### src/hw/rtl/smpd_pkg.sv
// shared types, model table and decode helpers for the serial mouse packet decoder
// no dependencies
package smpd_pkg;

	typedef logic [7:0]         rx_byte_t;
	typedef logic [2:0]         model_code_t;
	typedef logic [2:0]         btn_t;
	typedef logic signed [15:0] motion_t;
	typedef logic signed [16:0] motion_wide_t;
	typedef logic signed [9:0]  delta_t;
	typedef logic [5:0]         count_t;
	typedef logic [2:0]         len_t;

	// protocol model codes
	localparam model_code_t MODEL_TWO_BTN = 3'd0;
	localparam model_code_t MODEL_SYS3    = 3'd1;
	localparam model_code_t MODEL_SYS5    = 3'd2;
	localparam model_code_t MODEL_SERIES  = 3'd3;
	localparam model_code_t MODEL_ALT     = 3'd4;

	localparam rx_byte_t BODY_END   = 8'h80;
	localparam count_t   COUNT_MAX  = 6'd63;
	localparam motion_t  MOTION_MAX = 16'sh7fff;
	localparam motion_t  MOTION_MIN = -16'sh8000;
	localparam btn_t     BTN_MIDDLE = 3'b100;
	localparam logic [1:0] BTN_LEFT_RIGHT = 2'b11;

	// framing rules of one protocol model
	typedef struct packed {
		rx_byte_t head_mask;
		rx_byte_t head_test;
		rx_byte_t body_mask;
		rx_byte_t body_test;
		len_t     len_min;
		len_t     len_max;
	} model_desc_t;

	// framing table, unused codes fall back to the two-button model
	function automatic model_desc_t model_desc(input model_code_t m);
		model_desc_t d;
		case (m)
			MODEL_SYS3:   d = '{8'hf8, 8'h80, 8'h00, 8'h00, 3'd3, 3'd3};
			MODEL_SYS5:   d = '{8'hf8, 8'h80, 8'h00, 8'h00, 3'd5, 3'd5};
			MODEL_SERIES: d = '{8'he0, 8'h80, 8'h80, 8'h00, 3'd3, 3'd3};
			MODEL_ALT:    d = '{8'he0, 8'h80, 8'h80, 8'h00, 3'd3, 3'd3};
			default:      d = '{8'h40, 8'h40, 8'h40, 8'h00, 3'd3, 3'd4};
		endcase
		return d;
	endfunction

	// raw code bit0 right, bit1 middle, bit2 left -> bit0 left, bit1 right, bit2 middle
	function automatic btn_t btn_remap(input logic [2:0] code);
		return {code[1], code[0], code[2]};
	endfunction

	// sign-extend one byte
	function automatic delta_t sx8(input rx_byte_t v);
		return {{2{v[7]}}, v};
	endfunction

	// clamp to 16-bit signed range
	function automatic motion_t sat16(input motion_wide_t v);
		motion_t r;
		if (v > 17'sd32767) begin
			r = MOTION_MAX;
		end else if (v < -17'sd32768) begin
			r = MOTION_MIN;
		end else begin
			r = v[15:0];
		end
		return r;
	endfunction

endpackage

### src/hw/rtl/smpd_intf.sv
// valid/ready channel interfaces of the serial mouse packet decoder
// depends on smpd_pkg
interface smpd_rx_if;
	logic                valid;
	logic                ready;
	smpd_pkg::rx_byte_t  rx_byte;
	logic                last_in_burst;
	modport source (output valid, rx_byte, last_in_burst, input ready);
	modport sink (input valid, rx_byte, last_in_burst, output ready);
endinterface

interface smpd_rpt_if;
	logic                valid;
	logic                ready;
	smpd_pkg::btn_t      buttons;
	smpd_pkg::motion_t   move_x;
	smpd_pkg::motion_t   move_y;
	smpd_pkg::count_t    packet_count;
	modport source (output valid, buttons, move_x, move_y, packet_count, input ready);
	modport sink (input valid, buttons, move_x, move_y, packet_count, output ready);
endinterface

interface smpd_cfg_if;
	logic                   valid;
	logic                   ready;
	smpd_pkg::model_code_t  mouse_model;
	modport source (output valid, mouse_model, input ready);
	modport sink (input valid, mouse_model, output ready);
endinterface

### src/hw/rtl/serial_mouse_packet_decoder_top.sv
// serial mouse packet decoder: frames, decodes and accumulates mouse packets
// depends on smpd_pkg and the channel interfaces in smpd_intf.sv
//
//   channel  dir  request payload
//   cfg      in   mouse_model
//   rx       in   rx_byte, last_in_burst
//   rpt      out  buttons, move_x, move_y, packet_count
//
// one byte per cycle unless rpt stalls; a byte is registered, then framed and decoded
// rpt.valid rises after the burst's last byte passes the input and output registers
// rpt is a single output register; a stall there holds the input stage and rx.ready
// arst_n clears packet position, middle flag, accumulators, model and valid flags
module serial_mouse_packet_decoder_top #(
	parameter int PACKET_BYTES = 8
) (
	input  logic        clk,
	input  logic        arst_n,
	smpd_cfg_if.sink    cfg,
	smpd_rx_if.sink     rx,
	smpd_rpt_if.source  rpt
);

	localparam int PW = $clog2(PACKET_BYTES + 1);

	// configuration
	smpd_pkg::model_code_t model_q;

	// input stage
	logic               valid_s1;
	smpd_pkg::rx_byte_t byte_s1;
	logic               last_s1;

	// packet and burst state
	logic [PW-1:0]      pos_q;
	smpd_pkg::rx_byte_t store_q [PACKET_BYTES];
	logic               middle_seen_q;
	smpd_pkg::motion_t  sum_x_q;
	smpd_pkg::motion_t  sum_y_q;
	smpd_pkg::btn_t     last_btn_q;
	smpd_pkg::count_t   burst_cnt_q;

	// output register
	logic               rpt_valid_q;
	smpd_pkg::btn_t     rpt_btn_q;
	smpd_pkg::motion_t  rpt_x_q;
	smpd_pkg::motion_t  rpt_y_q;
	smpd_pkg::count_t   rpt_cnt_q;

	// combinational
	logic                  advance;
	logic                  process;
	smpd_pkg::model_code_t sel;
	smpd_pkg::model_desc_t d;
	logic [PW-1:0]         len_min_w;
	logic [PW-1:0]         len_max_w;
	logic                  pkt_open;
	logic                  body_ok;
	logic                  store_wr;
	logic [PW-1:0]         pos_a;
	logic                  take_header;
	logic                  do_decode;
	logic                  head_ok;
	logic [PW-1:0]         pos_next;
	smpd_pkg::rx_byte_t    pkt_b [5];
	smpd_pkg::btn_t        raw_btn;
	smpd_pkg::btn_t        btn_dec;
	logic                  mid_next;
	smpd_pkg::delta_t      dx;
	smpd_pkg::delta_t      dy;
	smpd_pkg::motion_wide_t sx_w;
	smpd_pkg::motion_wide_t sy_w;
	smpd_pkg::motion_t     sx_dec;
	smpd_pkg::motion_t     sy_dec;
	smpd_pkg::btn_t        btn_last;
	smpd_pkg::count_t      cnt_dec;
	logic                  emit;

	// handshakes
	assign cfg.ready = 1'b1;
	assign advance   = !rpt_valid_q || rpt.ready;
	assign rx.ready  = !valid_s1 || advance;
	assign process   = valid_s1 && advance;

	// configuration register
	always_ff @(posedge clk or negedge arst_n) begin
		if (!arst_n) begin
			model_q <= smpd_pkg::MODEL_TWO_BTN;
		end else if (cfg.valid && cfg.ready) begin
			model_q <= cfg.mouse_model;
		end
	end

	// input stage valid
	always_ff @(posedge clk or negedge arst_n) begin
		if (!arst_n) begin
			valid_s1 <= 1'b0;
		end else if (rx.ready) begin
			valid_s1 <= rx.valid;
		end
	end

	// input stage payload
	always_ff @(posedge clk) begin
		if (rx.valid && rx.ready) begin
			byte_s1 <= rx.rx_byte;
			last_s1 <= rx.last_in_burst;
		end
	end

	// packet framing
	always_comb begin
		sel         = (model_q > smpd_pkg::MODEL_ALT) ? smpd_pkg::MODEL_TWO_BTN : model_q;
		d           = smpd_pkg::model_desc(sel);
		len_min_w   = PW'(d.len_min);
		len_max_w   = PW'(d.len_max);
		pkt_open    = pos_q != '0;
		body_ok     = ((byte_s1 & d.body_mask) == d.body_test) && (byte_s1 != smpd_pkg::BODY_END);
		store_wr    = pkt_open && body_ok && (pos_q < len_max_w)
			&& (pos_q < PW'(PACKET_BYTES));
		pos_a       = store_wr ? pos_q + PW'(1) : pos_q;
		take_header = !(pkt_open && body_ok && ((pos_a < len_min_w) || !last_s1));
		do_decode   = pkt_open && take_header && (pos_a >= len_min_w);
		head_ok     = take_header && ((byte_s1 & d.head_mask) == d.head_test);
		if (head_ok) begin
			pos_next = PW'(1);
		end else if (take_header) begin
			pos_next = '0;
		end else begin
			pos_next = pos_a;
		end
	end

	// packet bytes as seen by the decoder, including this cycle's body byte
	always_comb begin
		pkt_b[0] = store_q[0];
		for (int i = 1; i < 5; i++) begin
			pkt_b[i] = (store_wr && (pos_q == PW'(i))) ? byte_s1 : store_q[i];
		end
	end

	// per-model button and motion decode
	always_comb begin
		case (sel)
			smpd_pkg::MODEL_TWO_BTN: begin
				raw_btn = {(pos_a > len_min_w) & pkt_b[3][5], pkt_b[0][4], pkt_b[0][5]};
				dx      = smpd_pkg::sx8({pkt_b[0][1:0], pkt_b[1][5:0]});
				dy      = smpd_pkg::sx8({pkt_b[0][3:2], pkt_b[2][5:0]});
			end
			smpd_pkg::MODEL_SYS3: begin
				raw_btn = smpd_pkg::btn_remap(~pkt_b[0][2:0]);
				dx      = smpd_pkg::sx8(pkt_b[1]);
				dy      = -smpd_pkg::sx8(pkt_b[2]);
			end
			smpd_pkg::MODEL_SYS5: begin
				raw_btn = smpd_pkg::btn_remap(~pkt_b[0][2:0]);
				dx      = smpd_pkg::sx8(pkt_b[1]) + smpd_pkg::sx8(pkt_b[3]);
				dy      = -(smpd_pkg::sx8(pkt_b[2]) + smpd_pkg::sx8(pkt_b[4]));
			end
			default: begin
				raw_btn = smpd_pkg::btn_remap(pkt_b[0][2:0]);
				dx      = pkt_b[0][4] ? $signed({2'b00, pkt_b[1]}) : -$signed({2'b00, pkt_b[1]});
				dy      = pkt_b[0][3] ? -$signed({2'b00, pkt_b[2]}) : $signed({2'b00, pkt_b[2]});
			end
		endcase
	end

	// middle emulation and accumulation
	always_comb begin
		btn_dec  = raw_btn;
		mid_next = middle_seen_q;
		if (!middle_seen_q) begin
			if (raw_btn[2]) begin
				mid_next = do_decode;
			end else if (raw_btn[1:0] == smpd_pkg::BTN_LEFT_RIGHT) begin
				btn_dec = smpd_pkg::BTN_MIDDLE;
			end
		end
		sx_w     = 17'(sum_x_q) + 17'(dx);
		sy_w     = 17'(sum_y_q) - 17'(dy);
		sx_dec   = do_decode ? smpd_pkg::sat16(sx_w) : sum_x_q;
		sy_dec   = do_decode ? smpd_pkg::sat16(sy_w) : sum_y_q;
		btn_last = do_decode ? btn_dec : last_btn_q;
		cnt_dec  = (do_decode && (burst_cnt_q < smpd_pkg::COUNT_MAX))
			? burst_cnt_q + 6'd1 : burst_cnt_q;
		emit     = last_s1 && (cnt_dec != '0);
	end

	// packet and burst state
	always_ff @(posedge clk or negedge arst_n) begin
		if (!arst_n) begin
			pos_q         <= '0;
			middle_seen_q <= 1'b0;
			sum_x_q       <= '0;
			sum_y_q       <= '0;
			last_btn_q    <= '0;
			burst_cnt_q   <= '0;
		end else if (process) begin
			pos_q         <= pos_next;
			middle_seen_q <= mid_next;
			if (last_s1) begin
				sum_x_q     <= '0;
				sum_y_q     <= '0;
				last_btn_q  <= '0;
				burst_cnt_q <= '0;
			end else begin
				sum_x_q     <= sx_dec;
				sum_y_q     <= sy_dec;
				last_btn_q  <= btn_last;
				burst_cnt_q <= cnt_dec;
			end
		end
	end

	// packet byte store
	always_ff @(posedge clk) begin
		if (process) begin
			for (int i = 1; i < PACKET_BYTES; i++) begin
				if (store_wr && (pos_q == PW'(i))) begin
					store_q[i] <= byte_s1;
				end
			end
			if (head_ok) begin
				store_q[0] <= byte_s1;
			end
		end
	end

	// output register valid
	always_ff @(posedge clk or negedge arst_n) begin
		if (!arst_n) begin
			rpt_valid_q <= 1'b0;
		end else if (process && emit) begin
			rpt_valid_q <= 1'b1;
		end else if (rpt.ready) begin
			rpt_valid_q <= 1'b0;
		end
	end

	// output register payload
	always_ff @(posedge clk) begin
		if (process && emit) begin
			rpt_btn_q <= btn_last;
			rpt_x_q   <= sx_dec;
			rpt_y_q   <= sy_dec;
			rpt_cnt_q <= cnt_dec;
		end
	end

	assign rpt.valid        = rpt_valid_q;
	assign rpt.buttons      = rpt_btn_q;
	assign rpt.move_x       = rpt_x_q;
	assign rpt.move_y       = rpt_y_q;
	assign rpt.packet_count = rpt_cnt_q;

endmodule

### src/flat_wrapper.sv
// flat-port wrapper written by rule: the top's interface ports become plain ports
module serial_mouse_packet_decoder_top_flat 
#(
	parameter int PACKET_BYTES = 8
)
  (clk, arst_n, cfg_valid, cfg_mouse_model, cfg_ready, rx_valid, rx_rx_byte, rx_last_in_burst, rx_ready, rpt_valid, rpt_buttons, rpt_move_x, rpt_move_y, rpt_packet_count, rpt_ready);
  smpd_cfg_if cfg_i ();
  smpd_rx_if rx_i ();
  smpd_rpt_if rpt_i ();
  input  logic clk;
  input  logic arst_n;
  input wire logic [$bits(cfg_i.valid)-1:0] cfg_valid;
  input wire logic [$bits(cfg_i.mouse_model)-1:0] cfg_mouse_model;
  output wire logic [$bits(cfg_i.ready)-1:0] cfg_ready;
  input wire logic [$bits(rx_i.valid)-1:0] rx_valid;
  input wire logic [$bits(rx_i.rx_byte)-1:0] rx_rx_byte;
  input wire logic [$bits(rx_i.last_in_burst)-1:0] rx_last_in_burst;
  output wire logic [$bits(rx_i.ready)-1:0] rx_ready;
  output wire logic [$bits(rpt_i.valid)-1:0] rpt_valid;
  output wire logic [$bits(rpt_i.buttons)-1:0] rpt_buttons;
  output wire logic [$bits(rpt_i.move_x)-1:0] rpt_move_x;
  output wire logic [$bits(rpt_i.move_y)-1:0] rpt_move_y;
  output wire logic [$bits(rpt_i.packet_count)-1:0] rpt_packet_count;
  input wire logic [$bits(rpt_i.ready)-1:0] rpt_ready;
  assign cfg_i.valid = cfg_valid;
  assign cfg_i.mouse_model = cfg_mouse_model;
  assign cfg_ready = cfg_i.ready;
  assign rx_i.valid = rx_valid;
  assign rx_i.rx_byte = rx_rx_byte;
  assign rx_i.last_in_burst = rx_last_in_burst;
  assign rx_ready = rx_i.ready;
  assign rpt_valid = rpt_i.valid;
  assign rpt_buttons = rpt_i.buttons;
  assign rpt_move_x = rpt_i.move_x;
  assign rpt_move_y = rpt_i.move_y;
  assign rpt_packet_count = rpt_i.packet_count;
  assign rpt_i.ready = rpt_ready;
  serial_mouse_packet_decoder_top #(.PACKET_BYTES(PACKET_BYTES)) u_core (.clk(clk), .arst_n(arst_n), .cfg(cfg_i), .rx(rx_i), .rpt(rpt_i));
endmodule
### config.mk
export PLATFORM = sky130hd
export DESIGN_NAME = serial_mouse_packet_decoder_top_flat
export DESIGN_NICKNAME = d
export VERILOG_FILES = /design/src/hw/rtl/smpd_pkg.sv /design/src/hw/rtl/smpd_intf.sv /design/src/hw/rtl/serial_mouse_packet_decoder_top.sv /design/src/flat_wrapper.sv
export SDC_FILE = /design/constraint.sdc
export NUM_CORES = 1
export LEC_CHECK = 0
export BUFFER_PORTS_ARGS = -buffer_cell sky130_fd_sc_hd__buf_2
export CORE_MARGIN = 5
export CORE_UTILIZATION = 41
export DETAILED_ROUTE_END_ITERATION = 10
export PLACE_DENSITY = 0.66
export SETUP_SLACK_MARGIN = 0.3
export SYNTH_ARGS = -nofsm -noshare
export SYNTH_HDL_FRONTEND = slang
export SYNTH_SLANG_ARGS = --single-unit
### constraint.sdc
create_clock -name clk -period 9.3 [get_ports clk]
set_clock_uncertainty 0.1 [all_clocks]
set_input_delay 0.93 -clock clk [delete_from_list [all_inputs] [get_ports clk]]
set_output_delay 0.93 -clock clk [all_outputs]
set_load 0.05 [all_outputs]
-- Word-level counts from Yosys, hierarchy flattened
Memories as Yosys holds them, arrays and structs flattened.
Cells that the tools add are included.
W data, S select, Z words.
- register bits: 101
- bits in writable memories: 64
- input bits: 17
- output and inout port bits: 44
- logic and storage cells: 170
- memories kept: 1
- $add $sub $neg: 10
- magnitude comparators: 11
- equality and inequality tests: 15
- mux-type cells: 75
- bitwise gates (word level): 4
- reduce and logical (&&, ||, !) cells: 39
- memory list (name ; depth ; bits a word ; read ports ; clocked after memory_dff ; write ports ; line ; source):
    u_core.store_q ; 8 ; 8 ; 5 ; 0 ; 2 ; serial_mouse_packet_decoder_top.sv:35 ; smpd_pkg::rx_byte_t store_q [PACKET_BYTES];
- operators with widths (kind ; count):
    $mux W16 ; 8
    $pmux W38 S3 ; 1
    $mux W8 ; 10
    $pmux W10 S3 ; 2
    $reduce_or A8 Y1 ; 6
    $mux W3 ; 12
    $gt A17 B16 Y1 const B ; 2
    $lt A17 B16 Y1 const B ; 2
    $mux W1 ; 34
    $neg A8 Y10 ; 3
    $logic_and A1 B1 Y1 ; 20
    $mux W10 ; 2
    $add A8 B8 Y9 ; 2
    $add A16 B10 Y17 ; 1
    $sub A16 B10 Y17 ; 1
    $and A8 B8 Y8 ; 2
    $eq A4 B3 Y1 const B ; 4
    $eq A8 B8 Y1 ; 2
    $mux W4 ; 3
    $mux W6 ; 2
    $neg A10 Y10 ; 1
    $eq A4 B2 Y1 const B ; 2
    $lt A4 B3 Y1 ; 2
    $ne A8 B8 Y1 const B ; 1
    22 further kinds ; 29

-- Longest topological paths before layout
Gate-level depths: netlist of run 1.
- depth after elaboration: 24
- gate-level depth with buffers: 37
- mapped depth without buffers: 33

-- Least setup slack after synthesis of run 1
Ideal clock, no wire load.
- path kind: reg2reg
- from: register u_core.model_q[0]
- to: register u_core.rpt_x_q[10], in the netlist u_core.rpt.move_x[10] (data pin)
- library setup time: 0.152 ns
- arrival: 6.990 ns
- data required time: 9.048 ns
- setup slack: 2.057 ns
- cell stages (with the launch flop): 36
- path buffers: 5
- period minus slack after synthesis: 7.243 ns
- path through: dfrtp_1 clkbuf_1 clkbuf_1 nand2_1 nand2b_1 inv_1 ha_1 o41ai_4 and4_4 and4_1 buf_4 mux2i_1 inv_1 ha_1 fa_1 a21oi_1 nor2_1 nor2_1 nor2b_1 o21ai_0 nand2b_1 a2111o_1 a21oi_1 o21bai_1 nor2_1 ha_1 clkbuf_1 nor2b_1 a41oi_1 and3_1 nor3_1 and4b_1 o21ai_1 clkbuf_1 a21oi_1 o21ai_0
- cells in the longest elaborated chain, start to end: 21
- elaborated cells on any way between the ends: 38
- classes of those cells: 3 x add/sub; 6 x order compare; 5 x eq/ne; 10 x mux; 1 x bitwise; 13 x reduce/logical
- ends and longest elaborated chain (item ; line ; source):
    from (decl) ; serial_mouse_packet_decoder_top.sv:26 ; smpd_pkg::model_code_t model_q;
    from (signal assigned) ; serial_mouse_packet_decoder_top.sv:87 ; model_q <= smpd_pkg::MODEL_TWO_BTN;
    from (signal assigned) ; serial_mouse_packet_decoder_top.sv:89 ; model_q <= cfg.mouse_model;
    $gt A3 B3 Y1 ; serial_mouse_packet_decoder_top.sv:112 ; sel = (model_q > smpd_pkg::MODEL_ALT) ? smpd_pkg::MODEL_TWO_BTN : model_q;
    $mux W3 (*) ; serial_mouse_packet_decoder_top.sv:112 ;
    $eq A3 B2 Y1 or $eq A3 B3 Y1 (tied branches) ; smpd_pkg.sv:41 ; case (m)
    $reduce_or A2 Y1 (no line) ; -- ;
    $pmux W38 S3 ; smpd_pkg.sv:41 ;
    $and A8 B8 Y8 ; serial_mouse_packet_decoder_top.sv:117 ; body_ok = ((byte_s1 & d.body_mask) == d.body_test) && (byte_s1 != smpd_pkg::BODY_END);
    $eq A8 B8 Y1 ; serial_mouse_packet_decoder_top.sv:117 ;
    $logic_and A1 B1 Y1 ; serial_mouse_packet_decoder_top.sv:117 ;
    (+6 left out) ; -- ;
    $mux W10 ; serial_mouse_packet_decoder_top.sv:161 ; dx = pkt_b[0][4] ? $signed({2'b00, pkt_b[1]}) : -$signed({2'b00, pkt_b[1]});
    $pmux W10 S3 ; serial_mouse_packet_decoder_top.sv:143 ; case (sel)
    $add A16 B10 Y17 ; serial_mouse_packet_decoder_top.sv:178 ; sx_w = 17'(sum_x_q) + 17'(dx);
    $lt A17 B16 Y1 ; smpd_pkg.sv:66 ; end else if (v < -17'sd32768) begin
    $mux W16 ; smpd_pkg.sv:66 ;
    $mux W16 ; smpd_pkg.sv:64 ; if (v > 17'sd32767) begin
    $mux W16 (*) ; serial_mouse_packet_decoder_top.sv:180 ; sx_dec = do_decode ? smpd_pkg::sat16(sx_w) : sum_x_q;
    named net u_core.sx_dec[10] ; serial_mouse_packet_decoder_top.sv:72 ; smpd_pkg::motion_t sx_dec;
    to (signal assigned) ; serial_mouse_packet_decoder_top.sv:243 ; rpt_x_q <= sx_dec;
    to (decl) ; serial_mouse_packet_decoder_top.sv:45 ; smpd_pkg::motion_t rpt_x_q;
The timed path passes the listed nets; every way through them passes the cells marked *.
A chain may end at the register's enable or synchronous reset.

-- Worst setup path in the final report of run 1
- from: register u_core.model_q[0]
- to: register u_core.rpt_y_q[11], in the netlist u_core.rpt.move_y[11] (data pin)
- cells in the longest elaborated chain, start to end: 21
- elaborated cells on any way between the ends: 40
- classes of those cells: 5 x add/sub; 6 x order compare; 5 x eq/ne; 10 x mux; 1 x bitwise; 13 x reduce/logical
- ends and longest elaborated chain (item ; line ; source):
    $gt A3 B3 Y1 ; serial_mouse_packet_decoder_top.sv:112 ;
    $mux W3 (*) ; serial_mouse_packet_decoder_top.sv:112 ;
    $eq A3 B2 Y1 or $eq A3 B3 Y1 (tied branches) ; smpd_pkg.sv:41 ;
    $reduce_or A2 Y1 (no line) ; -- ;
    $pmux W38 S3 ; smpd_pkg.sv:41 ;
    $and A8 B8 Y8 ; serial_mouse_packet_decoder_top.sv:117 ;
    $eq A8 B8 Y1 ; serial_mouse_packet_decoder_top.sv:117 ;
    $logic_and A1 B1 Y1 ; serial_mouse_packet_decoder_top.sv:117 ;
    (+6 left out) ; -- ;
    $neg A10 Y10 or $mux W10 (tied branches) ; serial_mouse_packet_decoder_top.sv:157, serial_mouse_packet_decoder_top.sv:162 ;
    $pmux W10 S3 ; serial_mouse_packet_decoder_top.sv:143 ;
    $sub A16 B10 Y17 ; serial_mouse_packet_decoder_top.sv:179 ; sy_w = 17'(sum_y_q) - 17'(dy);
    $lt A17 B16 Y1 ; smpd_pkg.sv:66 ;
    $mux W16 ; smpd_pkg.sv:66 ;
    $mux W16 ; smpd_pkg.sv:64 ;
    $mux W16 (*) ; serial_mouse_packet_decoder_top.sv:181 ; sy_dec = do_decode ? smpd_pkg::sat16(sy_w) : sum_y_q;
    named net u_core.sy_dec[11] ; serial_mouse_packet_decoder_top.sv:73 ; smpd_pkg::motion_t sy_dec;
    to (signal assigned) ; serial_mouse_packet_decoder_top.sv:244 ; rpt_y_q <= sy_dec;
    to (decl) ; serial_mouse_packet_decoder_top.sv:46 ; smpd_pkg::motion_t rpt_y_q;
Marks and branches as above.

==> flow_summary_export.csv, run 1 <==
group,metric,value,unit
status,status,"finished clean",
synthesis,yosysTopAreaCell,"edfxtp_1",
synthesis,ys_top_cells_by_area,"edfxtp_1 26%, dfrtp_1 12%, ha_1 7.2%",
placement,gp_congestion,0.924,
global_route,grt_max_degree,61,
route,num_vias,8920,
placement,port-buffer-count,59,
die,rows,58,
clock_tree,cts.sinks,139,
global_route,grt_usage,0.191,
placement,dp_hpwl,19200,um
placement,post-place-ws,0.839,ns
synthesis,async_flop_share,0.367,
global_route,grt.busiest_layer,"met2",
clock_tree,clk_root_buffer_cell,"clkbuf_16",
global_route,antenna_found_initial,0,
critical_path,slowest_stage,"a221o_1",
route,viasPerCell,5.86,
synthesis,synthCells,1143,
global_route,use_met1,0.266,
synthesis,ys_warn_count,0,
pwr,p_per_area,218,nW/um^2
clock_tree,hold_buffers,0,
synthesis,synth_flop_cell,"edfxtp_1",
route,drtIter0Drc,821,
die,die_w,169,um
pwr,p_leak,4.64,nW
timing,tightest_slew,1.17,ns
die,design.core.area,25000,sq um
die,start_util,0.414,
critical_path,endpoint_kind,"register",
timing,hold_slack,0.393,ns
clock_tree,cts_max_level,4,
synthesis,avgSynthCellArea,9.03,sq um
clock_tree,clkSlewWorstSetupHoldPaths,0.07,ns
timing,timing.fmax,118,MHz
global_route,met3_usage,0.0236,
flow_run,max-cap-violations,0,
timing,tns,0,ns
clock_tree,post_cts_buffers,0,
synthesis,syn-num-nets,1223,
timing,period_share,0.914,
die,die-area,28500,sq um
clock_tree,cts_tree,"done",
synthesis,yosysMostFrequentCell,"o21ai_0",
critical_path,arrival,8.58,ns
critical_path,start_kind,"register",
route,post-route-drc-count,0,
route,wl_per_cell,17.8,um
clock_tree,ctsResizeCount,0,
global_route,grt_pass1_vias,8442,
finish,finalNetCount,1259,
die,die_y,169,um
global_route,grt_pass1_wl,44300,um
finish,final_layout_size_suffix_gt1_frac,0.134,
pwr,p_total,2.50,mW
synthesis,syn_area,10300,sq um
die,num_io_pins,61,
timing,finalCriticalPeriod,8.50,ns
global_route,grt-ovfl-total,0,
synthesis,synth_cell_types,88,
route,drt-total-wl,27200,um
finish,n_antenna_cell,0,
finish,syn2layout_area_growth,11.1,%
timing,slew_violations,0,
critical_path,worstSetupPathType,"register to register",
critical_path,required,9.38,ns
synthesis,synth_seq_cells,139,
synthesis,synth_seq_area_share,0.380,
timing,rsz0062_at_grt,"false",
clock_tree,cts_buffer_depth,2,
timing,hold_viol,0,
clock_tree,insertion_delay,0.43,ns
synthesis,yosysTopAreaCellShare,0.256,
timing,worst_slew_margin_rel,0.216,
synthesis,synthTopCellsByCount,"116 x o21ai_0, 109 x a21oi_1, 108 x nand2_1",
global_route,grtUsageMet2,0.306,
timing,setup_viol,0,
hold_path,hold_class,"register to register",
critical_path,cpPeakStageDelay,0.52,ns
clock_tree,cts_buffers,17,
route,drtPass1Iterations,5,
finish,finish.utilization,0.459,
pwr,ir_drop,0.000109,V
timing,fin_ws,0.798,ns
route,antenna_left,0,
critical_path,worstPathMaxFanout,40,
synthesis,synth_edf_count,88,
## cells by family after synthesis
logic type               Yosys count  share of synthesized area
buffers and inverters            106                     0.0428
multiplexers                      42                     0.0439
flip-flops                       139                      0.380
XOR/XNOR                          46                     0.0390
adder cells (fa/ha/maj)           63                     0.0793
other                              1                   0.000363
AND/OR/NAND/NOR                  369                      0.185
AO/OA/AOI/OAI                    377                      0.230
## area by class of cell
cell class	count	area [sq um]
clock buffer	18	429
clock inverter	14	124
fill	2398	13500
inverter	48	180
multi-input combinational	898	5990
sequential	139	3920
tap	330	413
timing repair buffer	75	415
## final timing paths
| path | start | endpoint | slack [ns] | cells after the start |
|---|---|---|---|---|
| worst min register to register | u_core.sum_y_q[0] | u_core.sum_y_q[0] | 0.39 | 2 |
| worst max-delay path | u_core.model_q[0] | u_core.rpt.move_y[11] | 0.80 | 30 |
| max in group asynchronous | arst_n | u_core.sum_x_q[14] | 8.05 | 2 |
| worst min-delay path | u_core.sum_y_q[0] | u_core.sum_y_q[0] | 0.39 | 2 |
| worst max register to register | u_core.model_q[0] | u_core.rpt.move_y[11] | 0.80 | 30 |
| min in group asynchronous | arst_n | u_core.burst_cnt_q[1] | 0.55 | 2 |
## through the flow
stage | instances | instance area [sq um]
after global placement | 1490 | 10900
after CTS | 1522 | 11500
after global routing | 1522 | 11500
final | 1522 | 11500
after detailed placement | 1490 | 10900
after floorplan | 1143 | 10300
## critical path: cells and delay by family (launching register included)
kind	cells	cell delay, ns
AO/OA/AOI/OAI	12	3.43
XOR/XNOR	1	0.22
adder cells (fa/ha/maj)	4	1.18
buffers and inverters	5	0.84
flip-flops	1	0.50
multiplexers	2	0.49
AND/OR/NAND/NOR	6	1.46
## cell usage in the layout (no fill, tap or decap), drive strengths merged, types with 51 or more instances in the layout
| cell | instances |
|---|---|
| ha | 59 |
| o21ai | 122 |
| dfrtp | 51 |
| buf | 75 |
| edfxtp | 88 |
| inv | 55 |
| a21oi | 110 |
| nor2 | 85 |
| nand2 | 109 |
## flip-flops by register name, indices dropped and copies added, names as in the netlist, 3 cells and up
register	cells
u_core.last_btn_q	3
u_core.rpt.move_x	16
u_core.model_q	3
u_core.rpt.packet_count	6
u_core.sum_x_q	16
u_core.sum_y_q	16
u_core.byte_s1	8
u_core.burst_cnt_q	6
u_core.store_q	38
u_core.rpt.buttons	3
u_core.pos_q	4
u_core.rpt.move_y	16
## routing by layer
layer  vias up  share of wire
met5         -              0
met4         0          0.027
met3        50          0.054
met2       318           0.47
met1      4241           0.45
li1       4311              -
## where the power goes
group          switching [mW]  total (mW)  leakage, nW  internal [mW]
clock network           0.305       0.655        0.263          0.351
logic                   0.619        1.01         2.88          0.390
registers              0.0774       0.832         1.50          0.755
total                    1.00        2.50         4.64           1.50
Power figures use the tool's default switching activity.
==> inputs of run 2 (changes only) <==
--- a/config.mk
+++ b/config.mk
@@ -5,11 +5,11 @@
 export SDC_FILE = /design/constraint.sdc
 export NUM_CORES = 1
 export LEC_CHECK = 0
-export BUFFER_PORTS_ARGS = -buffer_cell sky130_fd_sc_hd__buf_2
+export BUFFER_PORTS_ARGS = -buffer_cell sky130_fd_sc_hd__buf_4
 export CORE_MARGIN = 5
-export CORE_UTILIZATION = 41
+export CORE_UTILIZATION = 40
 export DETAILED_ROUTE_END_ITERATION = 10
-export PLACE_DENSITY = 0.66
+export PLACE_DENSITY = 0.65
 export SETUP_SLACK_MARGIN = 0.3
 export SYNTH_ARGS = -nofsm -noshare
 export SYNTH_HDL_FRONTEND = slang
==> constraint.sdc (replaced) <==
create_clock -name clk -period 9.3 [get_ports clk]
set_clock_uncertainty 0.1 [all_clocks]
set_input_delay 0.93 -clock clk [delete_from_list [all_inputs] [get_ports clk]]
set_output_delay 0.93 -clock clk [all_outputs]
set_load 0.1 [all_outputs]
==> run 2 against run 1 <==
Compared with the run above:
- flip-flop and latch count stayed put
- count of clock-buffer cells in the layout stayed put
- routed wire length is 0.85% lower
- sequential power hardly changed
- critical path type unchanged
==> flow_summary_export.csv, run 2 (synthesis results as in run 1) <==
group,metric,value,unit
clock_tree,cts_buffer_depth,2,
hold_path,hold_class,"register to register",
timing,tns,0,ns
clock_tree,cts_tree,"done",
pwr,p_per_area,222,nW/um^2
timing,worst_slew_margin_rel,0.215,
global_route,grt_pass1_wl,43900,um
critical_path,required,9.38,ns
clock_tree,cts_max_level,4,
global_route,grt-ovfl-total,0,
critical_path,start_kind,"register",
finish,regMostFlops,"u_core.store_q",
clock_tree,post_cts_buffers,0,
pwr,p_clk_frac,0.257,
die,start_util,0.408,
finish,final_cell_mix,"116 x o21ai_0, 109 x a21oi_1, 108 x nand2_1",
timing,period_share,0.910,
finish,n_antenna_cell,0,
pwr,switchingPower,1.06,mW
route,viasPerCell,5.82,
critical_path,slowest_stage,"a221o_1",
finish,finalNetCount,1259,
critical_path,cpPeakStageDelay,0.53,ns
clock_tree,cts.sinks,139,
clock_tree,insertion_delay,0.42,ns
timing,slew_violations,0,
placement,port-buffer-count,59,
route,antenna_left,0,
global_route,antenna_found_initial,0,
placement,gp_congestion,0.939,
route,drtIter0Drc,958,
pwr,p_total,2.58,mW
pwr,p_leak,4.69,nW
timing,rsz0062_at_grt,"false",
clock_tree,clkSlewWorstSetupHoldPaths,0.07,ns
pwr,ir_drop,0.000108,V
timing,hold_viol,0,
finish,nFillCells,2449,
route,drtPass1Iterations,5,
placement,place_area,11100,sq um
critical_path,worstPathMaxFanout,39,
finish,syn2layout_area_growth,12.5,%
timing,tightest_slew,1.17,ns
die,die_w,171,um
route,wl_per_cell,17.7,um
placement,dp_hpwl,19100,um
finish,finalInstanceArea,11600,sq um
global_route,grt_max_degree,61,
route,post-route-drc-count,0,
route,num_vias,8857,
die,rows,58,
finish,final_common_cell,"o21ai_0",
global_route,grt_pass1_vias,8352,
pwr,seq_power_share,0.323,
die,design.core.area,25300,sq um
timing,timing.fmax,118,MHz
critical_path,arrival,8.54,ns
die,die-area,29100,sq um
die,num_io_pins,61,
pwr,swShare,0.413,
global_route,grt_usage,0.187,
timing,finalCriticalPeriod,8.47,ns
critical_path,endpoint_kind,"register",
finish,final_layout_size_suffix_gt1_frac,0.133,
critical_path,worst_path_most_repeated_cell,"ha_1",
clock_tree,cts_buffers,17,
flow_run,max-cap-violations,0,
pwr,p_int,1.51,mW
die,die_y,171,um
timing,setup_viol,0,
clock_tree,clk_root_buffer_cell,"clkbuf_16",
critical_path,worstSetupPathType,"register to register",
pwr,pwr-share-comb,0.420,
timing,hold_slack,0.389,ns
status,status,"finished clean",
route,drt-total-wl,26900,um
finish,largest_register_ffs,38,
[run 2: cell types whose count changed in the layout (fill, tap and decap cells not counted), sizes merged]
cell / change
clkinv: -2
inv: +1
clkinvlp: +1
[run 2: what timing repair did]
| item | 4_1_cts | 5_1_grt |
|---|---|---|
| hold buffers | 0 | 0 |
| gates resized for setup | 0 | 1 |
| endpoints found under the setup margin | 0 | 10 |
[run 2: worst max-delay path: cells and delay by family (launching register included)]
family                     cells  cell delay [ns]
AOI/OAI and AO/OA             11             3.14
muxes                          2             0.64
xor gates and xnor gates       2             0.49
DFF                            1             0.52
buffers and inverters          4             0.81
adders and majority gates      3             0.85
and+or+nand+nor                7             1.64
[run 2: cell type report]
cell class / instances / area [sq um] / area share
inverter: 48 / 180 / 0.0155
sequential: 139 / 3920 / 0.337
multi-input combinational: 898 / 5980 / 0.515
tap: 330 / 413 / 0.0355
clock inverter: 14 / 130 / 0.0112
clock buffer: 18 / 429 / 0.0369
timing repair buffer: 75 / 563 / 0.0485
[run 2: path summary, 6_finish.rpt]
kind	from	to	slack [ns]	depth (start not counted)
max reg2reg	u_core.model_q[0]	u_core.rpt.move_y[11]	0.83	29
max in group asynchronous	arst_n	u_core.sum_y_q[0]	8.16	1
min in group asynchronous	arst_n	u_core.burst_cnt_q[0]	0.44	1
max	u_core.model_q[0]	u_core.rpt.move_y[11]	0.83	29
min reg2reg	u_core.last_btn_q[0]	u_core.last_btn_q[0]	0.39	2
min	u_core.last_btn_q[0]	u_core.last_btn_q[0]	0.39	2
[run 2: metal layers]
| metal | vias to the layer above | part of all wire | GRT usage |
|---|---|---|---|
| met2 | 260 | 0.45 | 0.298 |
| met4 | 0 | 0.023 | 0.0604 |
| met3 | 40 | 0.055 | 0.0305 |
| met1 | 4233 | 0.47 | 0.260 |
| li1 | 4324 | - | - |
| met5 | - | 0 | 0 |
[run 2: metrics by stage]
stage,util,cells,worst slack (ns)
detailed placement,0.437,1490,0.914
floorplan,-,1143,2.06
CTS,0.459,1522,0.856
global route,0.459,1522,0.319
finish,0.459,1522,0.833
global placement,0.437,1490,0.928
[run 2: power groups by stage]
stage	logic, mW	registers, mW	clock network (mW)
2_1_floorplan	0.748	0.922	0
3_3_place_gp	1.05	0.842	0
3_5_place_dp	1.07	0.844	0
4_1_cts	1.08	0.832	0.672
5_1_grt	1.21	0.843	0.701
6_report	1.08	0.833	0.661
